==> src/hw/rtl/bia_pkg.sv <==
package bia_pkg;

    // Pool geometry
    localparam int POOL_SIZE = 128;
    localparam int WORD_BITS = 32;
    localparam int NUM_WORDS = (POOL_SIZE + WORD_BITS - 1) / WORD_BITS;
    localparam int ADDR_W    = (NUM_WORDS > 1) ? $clog2(NUM_WORDS) : 1;
    localparam int BIT_W     = $clog2(WORD_BITS);
    localparam int SLOT_W    = 7;
    localparam int IDX_W     = 8;

    typedef enum logic
    {
        OP_ALLOC = 1'b0,
        OP_FREE  = 1'b1
    } op_t;

    typedef enum logic [1:0]
    {
        ST_OK       = 2'd0,
        ST_FULL     = 2'd1,
        ST_RANGE    = 2'd2,
        ST_NOT_USED = 2'd3
    } status_t;

    typedef enum logic [1:0]
    {
        S_IDLE,
        S_CHECK,
        S_EMIT
    } state_t;

    // Bitmap memory access, one port
    typedef struct packed
    {
        logic                 rd_en;
        logic                 wr_en;
        logic [ADDR_W-1:0]    addr;
        logic [WORD_BITS-1:0] wdata;
    } ram_req_t;

    typedef struct packed
    {
        logic [SLOT_W-1:0] slot;
        status_t           status;
    } result_t;

endpackage

==> src/hw/rtl/bia_bitmap_ram.sv <==
module bia_bitmap_ram
    import bia_pkg::*;
(
    input  logic                 clk,
    input  logic                 rst_n,
    input  ram_req_t             req,
    output logic [WORD_BITS-1:0] rd_data
);

    logic [WORD_BITS-1:0] bitmap_reg [NUM_WORDS];
    logic [WORD_BITS-1:0] rd_data_reg;
    logic [NUM_WORDS-1:0] valid_reg;
    logic                 rd_valid_reg;

    // Storage and registered read
    always_ff @(posedge clk)
    begin
        if (req.wr_en)
        begin
            bitmap_reg[req.addr] <= req.wdata;
        end
        if (req.rd_en)
        begin
            rd_data_reg <= bitmap_reg[req.addr];
        end
    end

    // Per-word valid bits: an unwritten word reads as all free
    always_ff @(posedge clk or negedge rst_n)
    begin
        if (!rst_n)
        begin
            valid_reg    <= '0;
            rd_valid_reg <= 1'b0;
        end
        else
        begin
            if (req.wr_en)
            begin
                valid_reg[req.addr] <= 1'b1;
            end
            if (req.rd_en)
            begin
                rd_valid_reg <= valid_reg[req.addr];
            end
        end
    end

    assign rd_data = rd_valid_reg ? rd_data_reg : '0;

endmodule

==> src/hw/rtl/bia_engine.sv <==
module bia_engine
    import bia_pkg::*;
(
    input  logic                 clk,
    input  logic                 rst_n,
    input  logic                 in_valid,
    output logic                 in_ready,
    input  op_t                  in_op,
    input  logic [IDX_W-1:0]     in_idx,
    output ram_req_t             ram_req,
    input  logic [WORD_BITS-1:0] rd_data,
    input  logic                 out_ready,
    output logic                 res_valid,
    output result_t              res
);

    state_t               state_reg, state_next;
    op_t                  op_reg;
    logic [IDX_W-1:0]     idx_reg;
    logic [ADDR_W-1:0]    word_reg;
    result_t              res_reg;

    logic                 in_range;
    logic                 in_bad;
    logic [WORD_BITS-1:0] inv;
    logic [WORD_BITS-1:0] lowest;
    logic [BIT_W-1:0]     pos;
    logic                 word_full;
    logic                 last_word;
    logic [WORD_BITS-1:0] free_mask;
    logic                 hit;

    // Request decode
    assign in_range = (32'(in_idx) < POOL_SIZE);
    assign in_bad   = (in_op == OP_FREE) && !in_range;

    // Lowest clear bit as a one-hot, then encoded
    assign inv       = ~rd_data;
    assign lowest    = inv & (~inv + WORD_BITS'(1));
    assign word_full = &rd_data;
    assign last_word = (word_reg == ADDR_W'(NUM_WORDS - 1));

    always_comb
    begin
        pos = '0;
        for (int j = 0; j < WORD_BITS; j++)
        begin
            if (lowest[j])
            begin
                pos = pos | BIT_W'(j);
            end
        end
    end

    assign free_mask = WORD_BITS'(1) << idx_reg[BIT_W-1:0];
    assign hit       = |(rd_data & free_mask);

    // Next state
    always_comb
    begin
        state_next = state_reg;
        unique case (state_reg)
            S_IDLE:
            begin
                if (in_valid)
                begin
                    state_next = in_bad ? S_EMIT : S_CHECK;
                end
            end
            S_CHECK:
            begin
                if (!(op_reg == OP_ALLOC && word_full && !last_word))
                begin
                    state_next = S_EMIT;
                end
            end
            S_EMIT:
            begin
                if (out_ready)
                begin
                    state_next = S_IDLE;
                end
            end
            default:
            begin
                state_next = S_IDLE;
            end
        endcase
    end

    // Outputs and memory port
    always_comb
    begin
        in_ready      = 1'b0;
        res_valid     = 1'b0;
        ram_req.rd_en = 1'b0;
        ram_req.wr_en = 1'b0;
        ram_req.addr  = word_reg;
        ram_req.wdata = rd_data;
        unique case (state_reg)
            S_IDLE:
            begin
                in_ready      = 1'b1;
                ram_req.rd_en = in_valid && !in_bad;
                ram_req.addr  = (in_op == OP_ALLOC) ? '0 : in_idx[BIT_W +: ADDR_W];
            end
            S_CHECK:
            begin
                if (op_reg == OP_ALLOC)
                begin
                    if (!word_full)
                    begin
                        ram_req.wr_en = 1'b1;
                        ram_req.wdata = rd_data | lowest;
                    end
                    else if (!last_word)
                    begin
                        ram_req.rd_en = 1'b1;
                        ram_req.addr  = word_reg + ADDR_W'(1);
                    end
                end
                else
                begin
                    ram_req.wr_en = hit;
                    ram_req.wdata = rd_data & ~free_mask;
                end
            end
            S_EMIT:
            begin
                res_valid = out_ready;
            end
            default:
            begin
                in_ready = 1'b0;
            end
        endcase
    end

    assign res = res_reg;

    // Control state
    always_ff @(posedge clk or negedge rst_n)
    begin
        if (!rst_n)
        begin
            state_reg <= S_IDLE;
        end
        else
        begin
            state_reg <= state_next;
        end
    end

    // Request and result datapath
    always_ff @(posedge clk)
    begin
        if (state_reg == S_IDLE && in_valid)
        begin
            op_reg   <= in_op;
            idx_reg  <= in_idx;
            word_reg <= (in_op == OP_ALLOC) ? '0 : in_idx[BIT_W +: ADDR_W];
            res_reg  <= '{slot: '0, status: ST_RANGE};
        end
        else if (state_reg == S_CHECK)
        begin
            if (op_reg == OP_ALLOC)
            begin
                if (!word_full)
                begin
                    res_reg <= '{slot: SLOT_W'({word_reg, pos}), status: ST_OK};
                end
                else if (last_word)
                begin
                    res_reg <= '{slot: '0, status: ST_FULL};
                end
                else
                begin
                    word_reg <= word_reg + ADDR_W'(1);
                end
            end
            else
            begin
                res_reg <= '{slot: '0, status: (hit ? ST_OK : ST_NOT_USED)};
            end
        end
    end

endmodule

==> src/hw/rtl/bitmap_id_allocator.sv <==
// Channel  Dir  tdata                      tuser
// s_*      in   [7:0] free_index           [0] op (0 alloc, 1 free)
// m_*      out  [6:0] slot_index, [7] 0    [1:0] status
//
// A free passes issue, read-modify-write and emit between accept and result;
// an out-of-range free skips the read-modify-write.
// An allocate scans k words (k = 1..4) between issue and emit; one bitmap word is
// read per cycle from the single-port bitmap memory, which sets the scan time.
// One request at a time; a new word is taken once the previous result sits in
// the output register. Reset clears control state and the per-word valid bits,
// so the bitmap reads all free at once. m_tready low holds the result in place.
module bitmap_id_allocator
    import bia_pkg::*;
(
    input  logic       clk,
    input  logic       rst_n,
    input  logic       s_tvalid,
    output logic       s_tready,
    input  logic [7:0] s_tdata,   // [7:0] free_index
    input  logic [0:0] s_tuser,   // [0] op
    output logic       m_tvalid,
    input  logic       m_tready,
    output logic [7:0] m_tdata,   // [6:0] slot_index, [7] zero
    output logic [1:0] m_tuser    // [1:0] status
);

    ram_req_t             ram_req;
    logic [WORD_BITS-1:0] rd_data;
    logic                 out_ready;
    logic                 res_valid;
    result_t              res;

    logic                 m_tvalid_reg;
    logic [SLOT_W-1:0]    slot_reg;
    status_t              status_reg;

    assign out_ready = !m_tvalid_reg || m_tready;

    bia_engine u_engine
    (
        .clk       (clk),
        .rst_n     (rst_n),
        .in_valid  (s_tvalid),
        .in_ready  (s_tready),
        .in_op     (op_t'(s_tuser[0])),
        .in_idx    (s_tdata),
        .ram_req   (ram_req),
        .rd_data   (rd_data),
        .out_ready (out_ready),
        .res_valid (res_valid),
        .res       (res)
    );

    bia_bitmap_ram u_ram
    (
        .clk     (clk),
        .rst_n   (rst_n),
        .req     (ram_req),
        .rd_data (rd_data)
    );

    // Output register
    always_ff @(posedge clk or negedge rst_n)
    begin
        if (!rst_n)
        begin
            m_tvalid_reg <= 1'b0;
        end
        else if (res_valid)
        begin
            m_tvalid_reg <= 1'b1;
        end
        else if (m_tready)
        begin
            m_tvalid_reg <= 1'b0;
        end
    end

    always_ff @(posedge clk)
    begin
        if (res_valid)
        begin
            slot_reg   <= res.slot;
            status_reg <= res.status;
        end
    end

    assign m_tvalid = m_tvalid_reg;
    assign m_tdata  = {1'b0, slot_reg};
    assign m_tuser  = status_reg;

    // One request in flight: no new word right after an accept
    a_one_inflight: assert property (@(posedge clk) disable iff (!rst_n)
        (s_tvalid && s_tready) |=> !s_tready)
        else $error("word accepted while a request is in flight");

    // Memory port never reads and writes in the same cycle
    a_port_excl: assert property (@(posedge clk) disable iff (!rst_n)
        !(ram_req.rd_en && ram_req.wr_en))
        else $error("bitmap read and write collide");

    // Only a granted allocate carries a nonzero slot
    a_slot_zero: assert property (@(posedge clk) disable iff (!rst_n)
        (m_tvalid && m_tuser != ST_OK) |-> (m_tdata == 8'd0))
        else $error("nonzero slot on a failed request");

    // A result is loaded only into a free or draining output register
    a_no_overwrite: assert property (@(posedge clk) disable iff (!rst_n)
        (m_tvalid && !m_tready) |-> !res_valid)
        else $error("pending result overwritten");

endmodule
==> config.mk <==
export PLATFORM = sky130hd
export DESIGN_NAME = bitmap_id_allocator
export DESIGN_NICKNAME = d
export VERILOG_FILES = /design/src/hw/rtl/bia_pkg.sv /design/src/hw/rtl/bia_bitmap_ram.sv /design/src/hw/rtl/bia_engine.sv /design/src/hw/rtl/bitmap_id_allocator.sv
export SDC_FILE = /design/constraint.sdc
export NUM_CORES = 1
export LEC_CHECK = 0
export ABC_AREA = 1
export BUFFER_PORTS_ARGS = -buffer_cell sky130_fd_sc_hd__buf_2
export CORE_MARGIN = 4
export CORE_UTILIZATION = 37
export CTS_CLUSTER_DIAMETER = 120
export DETAILED_ROUTE_END_ITERATION = 12
export GPL_ROUTABILITY_DRIVEN = 0
export SLEW_MARGIN = 0
export SYNTH_ARGS = -nofsm -noshare
export SYNTH_HDL_FRONTEND = slang
export SYNTH_SLANG_ARGS = --single-unit
export TNS_END_PERCENT = 1
==> constraint.sdc <==
create_clock -name clk -period 5.1 [get_ports clk]
set_clock_uncertainty 0.05 [all_clocks]
set_input_delay 0 -clock clk [delete_from_list [all_inputs] [get_ports clk]]
set_output_delay 0 -clock clk [all_outputs]
set_load 0.05 [all_outputs]
==> reports/results.tsv <==
stage	metric	value	unit
outcome	status	finished, final reports clean	
route	WL per Instance	17.7	um
grt	initial antenna violation count	0	
grt	vias in the first global route	6518	
synthesis	average size of a mapped cell	9.49	um2
sta	Period Utilization, post-route	0.806	
final_layout	area of the multi-input gates	3000	um2
clock_network	clk slew on worst S/H paths	0.08	ns
synthesis	top post-synthesis cells by area	edfxtp_1 (58%), nand2_1 (14%), nand3_1 (4.7%)	
clock_network	Post-CTS Setup Bufs	0	
synthesis	synth unique cells	42	
synthesis	most common cell in the netlist	nand2_1	
sta	RSZ-0062 raised after global routing	false	
synthesis	Cell Area, Synth	9130	um2
clock_network	Clock Tree Buf Depth	2	
job	max-cap violations	0	
final_layout	Area Growth Syn to Fin	12.5	%
sta	final setup fails	0	
grt	GRT overflow	0	
critical_path	crit path from	u_engine.idx_reg[4]	
pwr	total power	5.37	mW
critical_path	required time of the critical path	5.10	ns
synthesis	Syn Nets	975	
route	via count	6970	
final_layout	fin util	0.422	
synthesis	ys flop type	edfxtp_1	
floorplan	die area	27200	um2
final_layout	Final Instance Area	10300	um2
sta	fmax	243	MHz
synthesis	area leader, netlist	edfxtp_1	
clock_network	CTS tree	yes	
synthesis	commonest cells in the netlist	nand2_1 (337), edfxtp_1 (177), nor2_1 (99), nand3_1 (85), inv_1 (63)	
pwr	Power Dens Cells	523	nW/um2
critical_path	Setup crit start kind	register	
critical_path	worst reg2reg startpoint	u_engine.idx_reg[4]	
synthesis	share of the synthesized area in the top cell type	0.582	
min_path	HP Class	input port to register	
pwr	Max IR drop VDD	286	uV
floorplan	Starting Density	0.375	
sta	Min Clock Period, post-route	4.11	ns
floorplan	core footprint	24300	um2
route	DRC viols	0	
floorplan	die height	165	um
sta	Hold Vio Cnt, Final	0	
synthesis	EDFF count, synth	177	
clock_network	Clock Latency Late Sink	0.44	ns
synthesis	Async SR Flop Fraction	0.0412	
sta	TNS Setup	0	ns
final_layout	Largest register FFs	128	
floorplan	I/O Pins	25	
synthesis	yosys warns	0	
critical_path	WS Path Type	register to register	
final_layout	fillers	2266	
final_layout	Reg area	5700	um2
final_layout	fin nets	1005	
min_path	Min-Delay Startpoint	s_tdata[3]	
placement	placed inst area	9540	um2
clock_network	CTS Buf Count	17	
clock_network	Clock Sinks	194	
grt	gr usage total	0.176	
floorplan	Die Width	165	um
critical_path	worst reg2reg setup slack	0.99	ns
sta	Slew @ Worst Pin	0.966	ns
synthesis	Yosys reg bits	194	
grt	largest net degree at the start of global routing	49	
final_layout	ant diodes	0	
floorplan	number of placement rows	57	
route	Vias per Instance	5.24	
critical_path	Critical Path Fanout Max	32	
critical_path	Setup crit end kind	register	
route	WL final	23.5	mm
critical_path	Critical Path AT	4.11	ns
clock_network	H-tree depth	4	
final_layout	layout cells sized above 1	0.0905	
sta	final slew viol count	0	
route	DR iter-0 viols	846	
clock_network	clock root buffer	clkbuf_16	
route	drt pass-1 iters	6	
grt	first-pass GRT wire length	36.4	mm
route	Antenna Violating Nets Remaining	0	
sta	relative max-transition margin	0.354	
pwr	leakage	3.94	nW
placement	port bufs	23	
synthesis	sequential area share after synthesis	0.624	
synthesis	Synth Instances	962	
sta	WHS	0.222	ns
placement	DP HPWL	16.3	mm
==> critical path, cell delays in order, from the launching register on <==
cell      delay, ns
edfxtp_1       0.76
clkinv_1       0.60
nor3_1         0.41
nand2_1        0.09
o31ai_1        0.08
nor2_1         0.06
and3_1         0.15
nand3_1        0.12
nand3_1        0.45
nor2_4         0.92
==> area by class of cell <==
| class | count | share of cell area |
|---|---|---|
| inverter | 68 | 0.0249 |
| timing repair buffer | 46 | 0.0312 |
| clock inverter | 14 | 0.0156 |
| clock buffer | 18 | 0.0418 |
| multi-input combinational | 665 | 0.292 |
| tap | 324 | 0.0395 |
| sequential | 194 | 0.555 |
==> layout by cell type, fill, tap and decap left out, drive strengths merged, types with 2 or more instances in the layout <==
cell type,netlist,layout
nand2,342,342
edfxtp,177,177
nor2,107,107
nand3,87,87
inv,67,76
buf,23,33
o21ai,29,29
nand4,24,24
nor3,21,21
clkbuf,12,18
dlygate4sd3,0,13
o22ai,12,12
a21oi,10,10
dfxtp,9,9
dfrtp,8,8
a32o,6,6
clkinv,1,5
o21bai,4,4
o32ai,3,3
a22oi,3,3
nand3b,3,3
a31o,2,2
==> routing by layer <==
layer / vias up / share of wire / global-route usage
met5: - / 0 / 0
met4: 0 / 0.038 / 0.0771
met3: 69 / 0.073 / 0.0357
met2: 327 / 0.43 / 0.256
met1: 3247 / 0.46 / 0.256
li1: 3327 / - / -
==> power breakdown <==
part	internal, mW	switching, mW	total (mW)
sequential	2.17	0.131	2.30
clock	0.702	0.646	1.35
combinational	0.403	1.32	1.72
total	3.28	2.09	5.37
==> stage by stage <==
stage               std cells  worst slack, ns
finish                   1329            0.990
global route             1329            0.733
CTS                      1329             1.03
detailed placement       1284             1.08
global placement         1284             1.20
floorplan                 962             1.26
==> worst paths after layout <==
check | to | depth (start not counted)
setup / recovery | u_ram.bitmap_reg[2][16] | 9
hold / removal | u_engine.idx_reg[3] | 2
setup reg to reg | u_ram.bitmap_reg[2][16] | 9
hold reg to reg | slot_reg[3] | 0
max in group asynchronous | u_ram.rd_valid_reg | 3
min in group asynchronous | m_tvalid | 3
==> cells by family after synthesis <==
family          share of synthesized area
buf+inv                            0.0506
other cells                      0.000411
flops                               0.624
compound gates                     0.0510
simple gates                        0.274
==> repair_timing <==
| item | in CTS | in global routing |
|---|---|---|
| hold buffers | 13 | 0 |
| resized for setup | 0 | 0 |
| endpoints found under the hold margin | 21 | 0 |
Note: power is estimated with default switching activity, not from simulation.
